File: src/bdpc_pkg.sv
// Shared types and constants for the button debounce and press classifier.
// No dependencies.
`timescale 1ns / 1ps
package bdpc_pkg;

  localparam int unsigned BUTTONS_DEFAULT  = 16;
  localparam int unsigned DEBOUNCE_DEFAULT = 2;

  localparam int unsigned IDX_W   = 4;
  localparam int unsigned TIME_W  = 32;
  localparam int unsigned CNT_W   = 4;
  localparam int unsigned BCNT_W  = 5;
  localparam int unsigned CFG_IDX_W = 2;
  localparam int unsigned CFG_DATA_W = 32;

  localparam logic [CFG_IDX_W-1:0] REG_LONG_PRESS_MS = 2'd0;
  localparam logic [CFG_IDX_W-1:0] REG_BUTTON_COUNT  = 2'd1;

  localparam logic [TIME_W-1:0] LONG_PRESS_RESET   = 32'd1000;
  localparam logic [BCNT_W-1:0] BUTTON_COUNT_RESET = 5'd16;

  localparam logic KIND_SHORT = 1'b0;
  localparam logic KIND_LONG  = 1'b1;

  typedef struct packed {
    logic              cand;
    logic [CNT_W-1:0]  cnt;
    logic              stab;
    logic [TIME_W-1:0] start;
    logic              ld;
  } bdpc_entry_t;

  typedef struct packed {
    logic fire;
    logic kind;
  } bdpc_event_t;

endpackage

File: src/bdpc_ram.sv
// Generic single-port-write, single-port-read RAM with registered read.
// No dependencies.
`timescale 1ns / 1ps
module bdpc_ram #(
  parameter int unsigned WIDTH = 8,
  parameter int unsigned DEPTH = 16,
  localparam int unsigned AW = (DEPTH > 1) ? $clog2(DEPTH) : 1
) (
  input  logic             clk,
  input  logic             we,
  input  logic [AW-1:0]    waddr,
  input  logic [WIDTH-1:0] wdata,
  input  logic             re,
  input  logic [AW-1:0]    raddr,
  output logic [WIDTH-1:0] rdata
);

  logic [WIDTH-1:0] mem [DEPTH];

  always_ff @(posedge clk) begin
    if (we) begin
      mem[waddr] <= wdata;
    end
    if (re) begin
      rdata <= mem[raddr];
    end
  end

endmodule

File: src/bdpc_update.sv
// Per-button debounce and press classification update for one sample.
// Depends on bdpc_pkg.
`timescale 1ns / 1ps
module bdpc_update #(
  parameter int unsigned DEBOUNCE_COUNT = bdpc_pkg::DEBOUNCE_DEFAULT
) (
  input  bdpc_pkg::bdpc_entry_t          cur,
  input  logic                           pressed,
  input  logic [bdpc_pkg::TIME_W-1:0]    now_ms,
  input  logic [bdpc_pkg::TIME_W-1:0]    long_press_ms,
  output bdpc_pkg::bdpc_entry_t          nxt,
  output bdpc_pkg::bdpc_event_t          ev
);
  import bdpc_pkg::*;

  localparam logic [CNT_W-1:0] DB = CNT_W'(DEBOUNCE_COUNT);

  bdpc_entry_t       e;
  logic [TIME_W-1:0] held;

  always_comb begin
    e        = cur;
    ev.fire  = 1'b0;
    ev.kind  = KIND_SHORT;
    if (pressed == e.cand) begin
      if (e.cnt < DB) begin
        e.cnt = e.cnt + CNT_W'(1);
      end
    end else begin
      e.cand = pressed;
      e.cnt  = CNT_W'(1);
    end
    if (e.cnt >= DB && e.cand != e.stab) begin
      e.stab = e.cand;
      if (e.stab) begin
        e.start = now_ms;
        e.ld    = 1'b0;
      end else if (!e.ld) begin
        ev.fire = 1'b1;
        ev.kind = KIND_SHORT;
      end
    end
    held = now_ms - e.start;
    if (e.stab && !e.ld && held >= long_press_ms) begin
      ev.fire = 1'b1;
      ev.kind = KIND_LONG;
      e.ld    = 1'b1;
    end
    nxt = e;
  end

endmodule

File: src/button_debounce_press_classifier.sv
// Button debouncer and short/long press classifier, top level.
// An accepted sample passes the update stage register, then the output event register.
// Throughput: one sample per cycle unless stalled, from RAM read and write-back forwarding.
// A stalled output holds the update stage and so holds the input.
// Reset clears valid flags, config and per-button valid bits at once; no clearing pass.
// Depends on bdpc_pkg, bdpc_ram, bdpc_update.
`timescale 1ns / 1ps
module button_debounce_press_classifier #(
  parameter int unsigned BUTTONS        = bdpc_pkg::BUTTONS_DEFAULT,
  parameter int unsigned DEBOUNCE_COUNT = bdpc_pkg::DEBOUNCE_DEFAULT
) (
  input  logic                              clk,
  input  logic                              rst,
  input  logic                              in_valid,
  output logic                              in_ready,
  input  logic [bdpc_pkg::IDX_W-1:0]        button_index,
  input  logic                              raw_level,
  input  logic [bdpc_pkg::TIME_W-1:0]       now_ms,
  output logic                              out_valid,
  input  logic                              out_ready,
  output logic [bdpc_pkg::IDX_W-1:0]        event_button,
  output logic                              press_kind,
  input  logic                              cfg_valid,
  output logic                              cfg_ready,
  input  logic [bdpc_pkg::CFG_IDX_W-1:0]    cfg_index,
  input  logic [bdpc_pkg::CFG_DATA_W-1:0]   cfg_data
);
  import bdpc_pkg::*;

  localparam int unsigned AW  = (BUTTONS > 1) ? $clog2(BUTTONS) : 1;
  localparam int unsigned CW  = 7;
  localparam int unsigned EW  = $bits(bdpc_entry_t);
  localparam logic [CW-1:0] NB = CW'(BUTTONS);

  logic [TIME_W-1:0] long_press_ms;
  logic [BCNT_W-1:0] button_count;

  logic              s1_valid;
  logic              s1_use;
  logic [IDX_W-1:0]  s1_idx;
  logic [AW-1:0]     s1_addr;
  logic              s1_pressed;
  logic [TIME_W-1:0] s1_now;
  logic              s1_adv;

  logic              fwd_valid;
  logic [AW-1:0]     fwd_addr;
  bdpc_entry_t       fwd_data;

  logic [BUTTONS-1:0] vld;

  logic              in_acc;
  logic [CW-1:0]     idx_ext;
  logic [AW-1:0]     in_addr;
  logic              in_use;
  logic [EW-1:0]     rdata;
  bdpc_entry_t       cur;
  bdpc_entry_t       nxt;
  bdpc_event_t       ev;
  logic              ram_we;
  logic              out_load;

  assign cfg_ready = 1'b1;

  always_ff @(posedge clk) begin
    if (rst) begin
      long_press_ms <= LONG_PRESS_RESET;
      button_count  <= BUTTON_COUNT_RESET;
    end else if (cfg_valid && cfg_ready) begin
      unique case (cfg_index)
        REG_LONG_PRESS_MS: long_press_ms <= cfg_data;
        REG_BUTTON_COUNT:  button_count  <= cfg_data[BCNT_W-1:0];
        default: ;
      endcase
    end
  end

  assign idx_ext = CW'(button_index);
  assign in_addr = idx_ext[AW-1:0];
  assign in_use  = (idx_ext < CW'(button_count)) && (idx_ext < NB);

  assign s1_adv   = !out_valid || out_ready;
  assign in_ready = !s1_valid || s1_adv;
  assign in_acc   = in_valid && in_ready;

  always_ff @(posedge clk) begin
    if (rst) begin
      s1_valid <= 1'b0;
    end else if (in_ready) begin
      s1_valid <= in_valid;
    end
  end

  always_ff @(posedge clk) begin
    if (in_acc) begin
      s1_use     <= in_use;
      s1_idx     <= button_index;
      s1_addr    <= in_addr;
      s1_pressed <= !raw_level;
      s1_now     <= now_ms;
    end
  end

  bdpc_ram #(
    .WIDTH (EW),
    .DEPTH (BUTTONS)
  ) u_state_ram (
    .clk   (clk),
    .we    (ram_we),
    .waddr (s1_addr),
    .wdata (nxt),
    .re    (in_acc),
    .raddr (in_addr),
    .rdata (rdata)
  );

  always_comb begin
    priority if (fwd_valid && fwd_addr == s1_addr) begin
      cur = fwd_data;
    end else if (vld[s1_addr]) begin
      cur = bdpc_entry_t'(rdata);
    end else begin
      cur = '0;
    end
  end

  bdpc_update #(
    .DEBOUNCE_COUNT (DEBOUNCE_COUNT)
  ) u_update (
    .cur           (cur),
    .pressed       (s1_pressed),
    .now_ms        (s1_now),
    .long_press_ms (long_press_ms),
    .nxt           (nxt),
    .ev            (ev)
  );

  assign ram_we   = s1_valid && s1_use && s1_adv;
  assign out_load = ram_we && ev.fire;

  always_ff @(posedge clk) begin
    if (rst) begin
      fwd_valid <= 1'b0;
      vld       <= '0;
    end else if (ram_we) begin
      fwd_valid     <= 1'b1;
      vld[s1_addr]  <= 1'b1;
    end
  end

  always_ff @(posedge clk) begin
    if (ram_we) begin
      fwd_addr <= s1_addr;
      fwd_data <= nxt;
    end
  end

  always_ff @(posedge clk) begin
    if (rst) begin
      out_valid <= 1'b0;
    end else if (s1_adv) begin
      out_valid <= out_load;
    end
  end

  always_ff @(posedge clk) begin
    if (out_load) begin
      event_button <= s1_idx;
      press_kind   <= ev.kind;
    end
  end

  a_hold_stage: assert property (@(posedge clk) disable iff (rst)
    s1_valid && !s1_adv |=> s1_valid && $stable(s1_addr))
    else $error("update stage lost a held transaction");

  a_accept_fills: assert property (@(posedge clk) disable iff (rst)
    in_valid && in_ready |=> s1_valid)
    else $error("accepted transaction missing from update stage");

  a_event_writes: assert property (@(posedge clk) disable iff (rst)
    out_load |-> ram_we && s1_use)
    else $error("event without state write-back");

  a_long_marks: assert property (@(posedge clk) disable iff (rst)
    out_load && ev.kind == KIND_LONG |-> nxt.stab && nxt.ld)
    else $error("long press without held, fired state");

  a_fwd_written: assert property (@(posedge clk) disable iff (rst)
    ram_we |=> fwd_valid && vld[fwd_addr])
    else $error("forwarded entry not marked valid");

endmodule
File: config.mk
export PLATFORM = sky130hd
export DESIGN_NAME = button_debounce_press_classifier
export DESIGN_NICKNAME = d
export VERILOG_FILES = /design/src/bdpc_pkg.sv /design/src/bdpc_ram.sv /design/src/bdpc_update.sv /design/src/button_debounce_press_classifier.sv
export SDC_FILE = /design/constraint.sdc
export NUM_CORES = 1
export LEC_CHECK = 0
export BUFFER_PORTS_ARGS = -buffer_cell sky130_fd_sc_hd__buf_2
export CORE_MARGIN = 2
export CORE_UTILIZATION = 60
export DETAILED_ROUTE_END_ITERATION = 16
export PLACE_DENSITY_LB_ADDON = 0.3
export SYNTH_ARGS = -nofsm -noshare
export SYNTH_HDL_FRONTEND = slang
export SYNTH_SLANG_ARGS = --single-unit
File: constraint.sdc
create_clock -name clk -period 13.8 [get_ports clk]
set_clock_uncertainty 0.1 [all_clocks]
set_input_delay 0.69 -clock clk [delete_from_list [all_inputs] [get_ports clk]]
set_output_delay 0.69 -clock clk [all_outputs]
set_load 0.01 [all_outputs]
Yosys cells after proc, flatten, opt, wreduce, memory -nomap -nowiden
Memory sizes are Yosys's and may differ from the RTL's. A register that Yosys moved wholly into a read port is not among the register bits.
Index checks and enable logic that the tools add are counted.
{"block": "op_classes", "bitwise_logic": 1, "addsub": 2, "reduce_logical": 19, "muxes": 18, "n_eq_ne": 4, "magnitude_cmp": 7}
{"cell": "2-to-1 mux 39 bit", "count": 2}
{"cell": "2-to-1 mux 34 bit", "count": 1}
{"cell": "2-to-1 mux 33 bit", "count": 1}
{"cell": ">= comparator 32 bit", "count": 1}
{"cell": "subtractor 32 bit", "count": 1}
{"cell": "OR 16 bit", "count": 1}
{"cell": "logical AND 1 bit", "count": 10}
{"cell": "< comparator 4 x 5 -> 1 bit, second input constant", "count": 2}
{"cell": "2-to-1 mux 2 bit", "count": 4}
{"cell": "2-to-1 mux 4 bit", "count": 2}
{"cell": "2-to-1 mux 1 bit", "count": 6}
{"cell": "< comparator 4 x 5 -> 1 bit", "count": 1}
{"cell": "adder 4 x 1 -> 4 bit, second input constant", "count": 1}
{"cell": "binary-select mux 1 bit (select 4 bit)", "count": 1}
{"cell": "demux 1 bit (select 4 bit)", "count": 1}
{"cell": "== test 4 bit", "count": 1}
{"cell": ">= comparator 4 x 1 -> 1 bit, second input constant", "count": 1}
{"cell": ">= comparator 4 x 2 -> 1 bit, second input constant", "count": 1}
{"cell": "logical NOT 1 bit", "count": 4}
{"cell": "< comparator 4 x 2 -> 1 bit, second input constant", "count": 1}
{"cell": "AND reduction 2 bit", "count": 2}
{"cell": "== test 2 x 1 -> 1 bit, second input constant", "count": 1}
{"cell": "logical NOT 2 bit", "count": 1}
{"cell": "logical OR 1 bit", "count": 2}
{"cell": "2 further kinds", "count": 2}
{"block": "word_totals", "inputBits": 76, "reg_bits": 142, "n_memories": 1, "ramBits": 624}
{"name": "u_state_ram.mem", "depth": 16, "width": 39, "read_ports": 1, "rd_clocked_by_memory_dff": 1, "wr": 1, "line": "bdpc_ram.sv:18", "rtl": "logic [WIDTH-1:0] mem [DEPTH];"}

Longest topological paths before layout
{"block": "logic_depth", "word_depth": 15, "mapped_depth": 46, "mapped_depth_nobuf": 41}

Hierarchy
Synthesis repeated with hierarchy kept, for this count alone.
{"block": "hier_totals", "hier_cells": 1923, "hier_area_um2": 33106.8}
{"module": "bdpc_ram", "area_each_um2": 24576.1, "cells_per_inst": 1014, "seq_area_each_um2": 19909.1, "n_inst": 1}
{"module": "button_debounce_press_classifier", "area_each_um2": 5417.7, "cells_per_inst": 478, "seq_area_each_um2": 3703.6, "n_inst": 1}
{"module": "bdpc_update", "area_each_um2": 3113.0, "cells_per_inst": 431, "seq_area_each_um2": 0.0, "n_inst": 1}

Least setup slack after synthesis
Ideal clock, no wire load.
{"block": "synth_path", "path_kind": "reg-to-reg", "startpoint": "register s1_addr[1]", "endpoint": "register event_button[0] (netlist name), enable pin", "n_path_buf": 4, "setup_ns": 0.269, "path_stages_with_launch": 44, "arrival_ns": 9.585, "period_less_slack_ns": 9.954, "path_slack_ns": 3.846, "required_time_ns": 13.431, "path_cell_list": "edfxtp_1 buf_6 mux4_2 mux2i_1 and2_4 nor3_2 clkbuf_1 a22o_1 ha_1 inv_1 o211ai_1 o31ai_2 nor3b_2 a21oi_2 buf_6 clkbuf_1 o21ai_0 ha_1 [8 not listed] o211ai_1 a21oi_1 a211oi_2 o31ai_2 a21oi_1 xnor2_1 ha_1 a21o_1 a21o_1 a21o_1 a21o_1 a21o_1 a21o_1 a211oi_1 o211ai_1 and3_1 o21ai_1 inv_1"}
{"item": "start, declared", "line": "button_debounce_press_classifier.sv:41", "rtl": "logic [AW-1:0] s1_addr;"}
{"item": "start signal, assigned", "line": "button_debounce_press_classifier.sv:98", "rtl": "s1_addr <= in_addr;"}
{"item": "end signal, assigned", "line": "button_debounce_press_classifier.sv:168", "rtl": "event_button <= s1_idx;"}
{"item": "end, declared", "line": "button_debounce_press_classifier.sv:21", "rtl": "output logic [bdpc_pkg::IDX_W-1:0] event_button,"}

==> metrics.txt <==
# TYPE chip_impl_metric gauge
chip_impl_metric{name="ioPinCount",unit=""} 84
chip_impl_info{name="min-delay-path-class",value="in -> reg"} 1
chip_impl_metric{name="synth.yosys.seq_area_share",unit=""} 0.714
chip_impl_metric{name="multiInputGateArea",unit="sq mm"} 0.00897
chip_impl_info{name="worst_hold_path.endpoint",value="s1_now[7]$_DFFE_PP_"} 1
chip_impl_info{name="synth_ff_type",value="sky130_fd_sc_hd__edfxtp_1"} 1
chip_impl_metric{name="critical-path-max-stage-delay",unit="ns"} 0.93
chip_impl_metric{name="synth_async_sr_flop_share",unit=""} 0
chip_impl_metric{name="preCtsSetupSlack",unit="ns"} 2.80
chip_impl_metric{name="die_w",unit="um"} 239
chip_impl_metric{name="area_growth_syn_to_layout",unit="%"} 12.1
chip_impl_info{name="layout_common_cells",value="sky130_fd_sc_hd__edfxtp_1 (749), sky130_fd_sc_hd__mux4_2 (197), sky130_fd_sc_hd__nand2_1 (87), sky130_fd_sc_hd__clkbuf_16 (87), sky130_fd_sc_hd__inv_1 (82)"} 1
chip_impl_metric{name="clkSlewWorstSetupHoldPaths",unit="ns"} 0.06
chip_impl_metric{name="globalRouteMet3Util",unit=""} 0.0517
chip_impl_metric{name="core_area",unit="sq mm"} 0.0548
chip_impl_metric{name="slew_violations",unit=""} 0
chip_impl_metric{name="max_slew_margin",unit=""} 0.155
chip_impl_metric{name="count_of_antenna_violating_nets_left_after_detailed_routing",unit=""} 0
chip_impl_metric{name="tritoncts.num_buffers",unit=""} 81
chip_impl_metric{name="final-hold-violation-count",unit=""} 0
chip_impl_metric{name="number_of_antenna_violations_at_the_first_check_in_global_routing",unit=""} 0
chip_impl_metric{name="shortest_period_the_worst_path_allows",unit="ns"} 11.27
chip_impl_info{name="cts_tree",value="built"} 1
chip_impl_info{name="clock_tree.root_cell",value="sky130_fd_sc_hd__clkbuf_16"} 1
chip_impl_metric{name="mappedNetlistNets",unit=""} 1927
chip_impl_metric{name="num_antenna_cells",unit=""} 0
chip_impl_metric{name="route.vias.total",unit=""} 17400
chip_impl_metric{name="pwr_density_cell",unit="mW/mm^2"} 149
chip_impl_metric{name="clock_latency",unit="ns"} 0.62
chip_impl_metric{name="maxCapViolCount",unit=""} 0
chip_impl_metric{name="critical_path_at",unit="ns"} 11.51
chip_impl_metric{name="post_dp_cell_area",unit="sq mm"} 0.0344
chip_impl_metric{name="cts_hold_buffers",unit=""} 0
chip_impl_metric{name="fp.dieArea",unit="sq mm"} 0.0570
chip_impl_info{name="critical_path.startpoint_type",value="flop"} 1
chip_impl_metric{name="buffer_ports.inserted",unit=""} 82
chip_impl_metric{name="mappedNetlistArea",unit="sq mm"} 0.0331
chip_impl_metric{name="clkSinkCount",unit=""} 805
chip_impl_metric{name="yosys.cell_types.count",unit=""} 71
chip_impl_metric{name="grtUsageMet2",unit=""} 0.449
chip_impl_metric{name="finalWirelength",unit="mm"} 76.3
chip_impl_metric{name="timing_worst_slew_pin_value",unit="ns"} 1.26
chip_impl_info{name="gr-max-usage-layer",value="met2"} 1
chip_impl_metric{name="largest_net_degree_at_the_start_of_global_routing",unit=""} 95
chip_impl_metric{name="finalSetupViolations",unit=""} 0
chip_impl_info{name="run_status",value="completed"} 1
chip_impl_metric{name="dp_hpwl",unit="mm"} 42.4
chip_impl_info{name="timing.critical_path.slowest_stage_cell",value="sky130_fd_sc_hd__o31ai_2"} 1
chip_impl_metric{name="placementRows",unit=""} 86
chip_impl_metric{name="floorplan.initialDensity",unit=""} 0.604
chip_impl_info{name="crit_type",value="reg -> reg"} 1
chip_impl_metric{name="vias_in_the_first_global_route",unit=""} 17600
chip_impl_metric{name="total_power",unit="uW"} 5530
chip_impl_metric{name="synth_enable_flop_cells",unit=""} 749
chip_impl_metric{name="critical_path_required",unit="ns"} 14.05
chip_impl_metric{name="detail_route.wl_per_cell",unit="um"} 28.7
chip_impl_info{name="worst_path_most_repeated_cell",value="sky130_fd_sc_hd__a21o_1"} 1
chip_impl_info{name="critical_path.endpoint_type",value="flop"} 1
chip_impl_metric{name="routabilityCongestion",unit=""} 0.907
chip_impl_info{name="rr_endpoint",value="press_kind$_SDFFCE_PP1P_"} 1
chip_impl_metric{name="final_net_count",unit=""} 2039
chip_impl_metric{name="grt_use_total",unit=""} 0.275
chip_impl_metric{name="hold_path_depth",unit=""} 1
chip_impl_metric{name="seq_area",unit="sq mm"} 0.0236
chip_impl_metric{name="timing.critical_path.buf_inv",unit=""} 6
chip_impl_metric{name="grt_pass1_wl",unit="mm"} 113
chip_impl_metric{name="clock_buffer_depth",unit=""} 3
chip_impl_metric{name="fin_tns_setup",unit="ns"} 0
chip_impl_metric{name="htree_num_levels",unit=""} 3
chip_impl_info{name="worst_setup_path_startpoint",value="s1_addr[3]$_DFFE_PP_"} 1
chip_impl_metric{name="route.detailed.vias_per_inst",unit=""} 6.52
chip_impl_info{name="most_common_cell_after_layout_fill_and_taps_aside",value="sky130_fd_sc_hd__edfxtp_1"} 1
chip_impl_metric{name="final_area",unit="sq mm"} 0.0371
chip_impl_metric{name="post_cts.repair.setup_buffers",unit=""} 0
chip_impl_metric{name="drc",unit=""} 0
chip_impl_metric{name="floorplan.die.height",unit="um"} 239
chip_impl_metric{name="ys_ff_latch",unit=""} 805
chip_impl_metric{name="drt_pass1_iterations",unit=""} 7
chip_impl_metric{name="fraction_of_final_layout_cells_sized_beyond_drive_strength_1",unit=""} 0.255
chip_impl_metric{name="gr-usage-met1",unit=""} 0.384
chip_impl_metric{name="crit_fanout",unit=""} 38
chip_impl_metric{name="postSynthCellCount",unit=""} 1781
chip_impl_metric{name="period_share",unit=""} 0.816
chip_impl_metric{name="static-leakage-power",unit="uW"} 0.0126
chip_impl_info{name="critical-path-top-delay-family",value="compound AO/OA/AOI/OAI gates"} 1
chip_impl_info{name="rr_startpoint",value="s1_addr[3]$_DFFE_PP_"} 1
chip_impl_info{name="rsz0062_at_grt",value="false"} 1
chip_impl_metric{name="timing.fmax",unit="MHz"} 88.8
chip_impl_metric{name="rrSetupSlack",unit="ns"} 2.53
chip_impl_info{name="timing.hold.worst.start",value="now_ms[7]"} 1
chip_impl_metric{name="mean_syn_cell_area",unit="sq um"} 18.6
chip_impl_metric{name="grt_overflow",unit=""} 0
chip_impl_metric{name="final.setup.worst_slack",unit="ns"} 2.53
chip_impl_metric{name="vdd_drop_max",unit="mV"} 0.106
chip_impl_metric{name="worstRegToRegCells",unit=""} 42
chip_impl_metric{name="ctsResizeCount",unit=""} 0
chip_impl_metric{name="detailedRoute.firstIterationViolations",unit=""} 1966
chip_impl_metric{name="ys_warn_count",unit=""} 0
chip_impl_metric{name="fillerInstances",unit=""} 3395
## where the power goes
group,internal (uW),switching (uW)
logic,221,332
clock network,1280,898
registers,2770,24.8
## layout make-up
class / count / area share
inverters: 82 / 0.00830
flip-flops and latches: 805 / 0.637
multi-input cells: 811 / 0.242
clock inverters: 44 / 0.0107
clock buffers: 105 / 0.0608
repair buffers: 112 / 0.0176
well taps: 704 / 0.0238
## Yosys cell counts, types with 3 or more instances
master	n	area, sq um
sky130_fd_sc_hd__dfxtp_1	56	1120
sky130_fd_sc_hd__o21ai_1	3	15.0
sky130_fd_sc_hd__mux2i_1	13	130
sky130_fd_sc_hd__a21o_1	39	293
sky130_fd_sc_hd__nand2_1	87	327
sky130_fd_sc_hd__and3_1	6	37.5
sky130_fd_sc_hd__xnor2_1	24	210
sky130_fd_sc_hd__xor2_1	9	78.8
sky130_fd_sc_hd__a211oi_1	3	22.5
sky130_fd_sc_hd__inv_1	82	308
sky130_fd_sc_hd__clkbuf_1	61	229
sky130_fd_sc_hd__buf_2	3	15.0
sky130_fd_sc_hd__nor2_1	81	304
sky130_fd_sc_hd__nor2b_1	6	37.5
sky130_fd_sc_hd__o21ba_2	6	60.1
sky130_fd_sc_hd__edfxtp_1	749	22500
sky130_fd_sc_hd__mux4_2	197	4440
sky130_fd_sc_hd__mux2_2	26	293
sky130_fd_sc_hd__a21oi_1	65	325
sky130_fd_sc_hd__nor3_1	7	35.0
sky130_fd_sc_hd__o22ai_1	3	18.8
sky130_fd_sc_hd__o21ai_0	21	105
sky130_fd_sc_hd__o211ai_1	8	60.1
sky130_fd_sc_hd__nand4_1	10	62.6
sky130_fd_sc_hd__o211a_1	3	30.0
sky130_fd_sc_hd__o21a_1	6	45.0
sky130_fd_sc_hd__nand3_1	10	50.1
sky130_fd_sc_hd__a22o_1	35	307
sky130_fd_sc_hd__buf_1	15	56.3
sky130_fd_sc_hd__a31oi_1	5	31.3
sky130_fd_sc_hd__o21bai_1	5	37.5
sky130_fd_sc_hd__nand2b_1	6	37.5
sky130_fd_sc_hd__ha_1	69	863
sky130_fd_sc_hd__a211o_1	10	87.6
sky130_fd_sc_hd__or2_2	3	18.8
## routing by layer
layer  vias to the layer above  wire, um
met5                         -         0
met4                         0      2150
met3                       129      6240
met2                       845     37600
met1                      9032     30400
li1                       7361         -
## through the flow
| stage | hold WS, ns | instances | util |
|---|---|---|---|
| floorplan | 0.328 | 1781 | - |
| global placement | 0.336 | 2514 | 0.629 |
| detailed placement | 0.351 | 2514 | 0.629 |
| CTS | 0.112 | 2663 | 0.677 |
| global route | 0.119 | 2663 | 0.677 |
| finish | 0.143 | 2663 | 0.677 |
## worst max path at each step
stage                                      endpoint  cells past startpoint
final                      press_kind$_SDFFCE_PP1P_                     42
after global routing       press_kind$_SDFFCE_PP1P_                     42
after CTS                 event_button[0]$_DFFE_PP_                     42
after detailed placement  event_button[2]$_DFFE_PP_                     42
after global placement    event_button[3]$_DFFE_PP_                     42
after floorplan           event_button[0]$_DFFE_PP_                     43
## state kept, by name, indices dropped and copies added (netlist names), 5 cells and up
signal / cells
button_count: 5
fwd_data: 39
long_press_ms: 32
s1_now: 32
u_state_ram.mem: 624
u_state_ram.rdata: 39
vld: 16
## cells by family (layout without fill, tap and decap cells)
family                     count (synthesis)  count (layout)  share of synthesized area
xor gates and xnor gates                  33              33                    0.00874
buffers and inverters                    165             343                     0.0195
other                                      1               1                   0.000113
AOI/OAI and AO/OA                        239             239                     0.0524
adders and majority gates                 70              70                     0.0267
and+or+nand+nor                          230             230                     0.0311
muxes                                    238             238                      0.148
DFF                                      805             805                      0.714
Power figures use the tool's default switching activity.
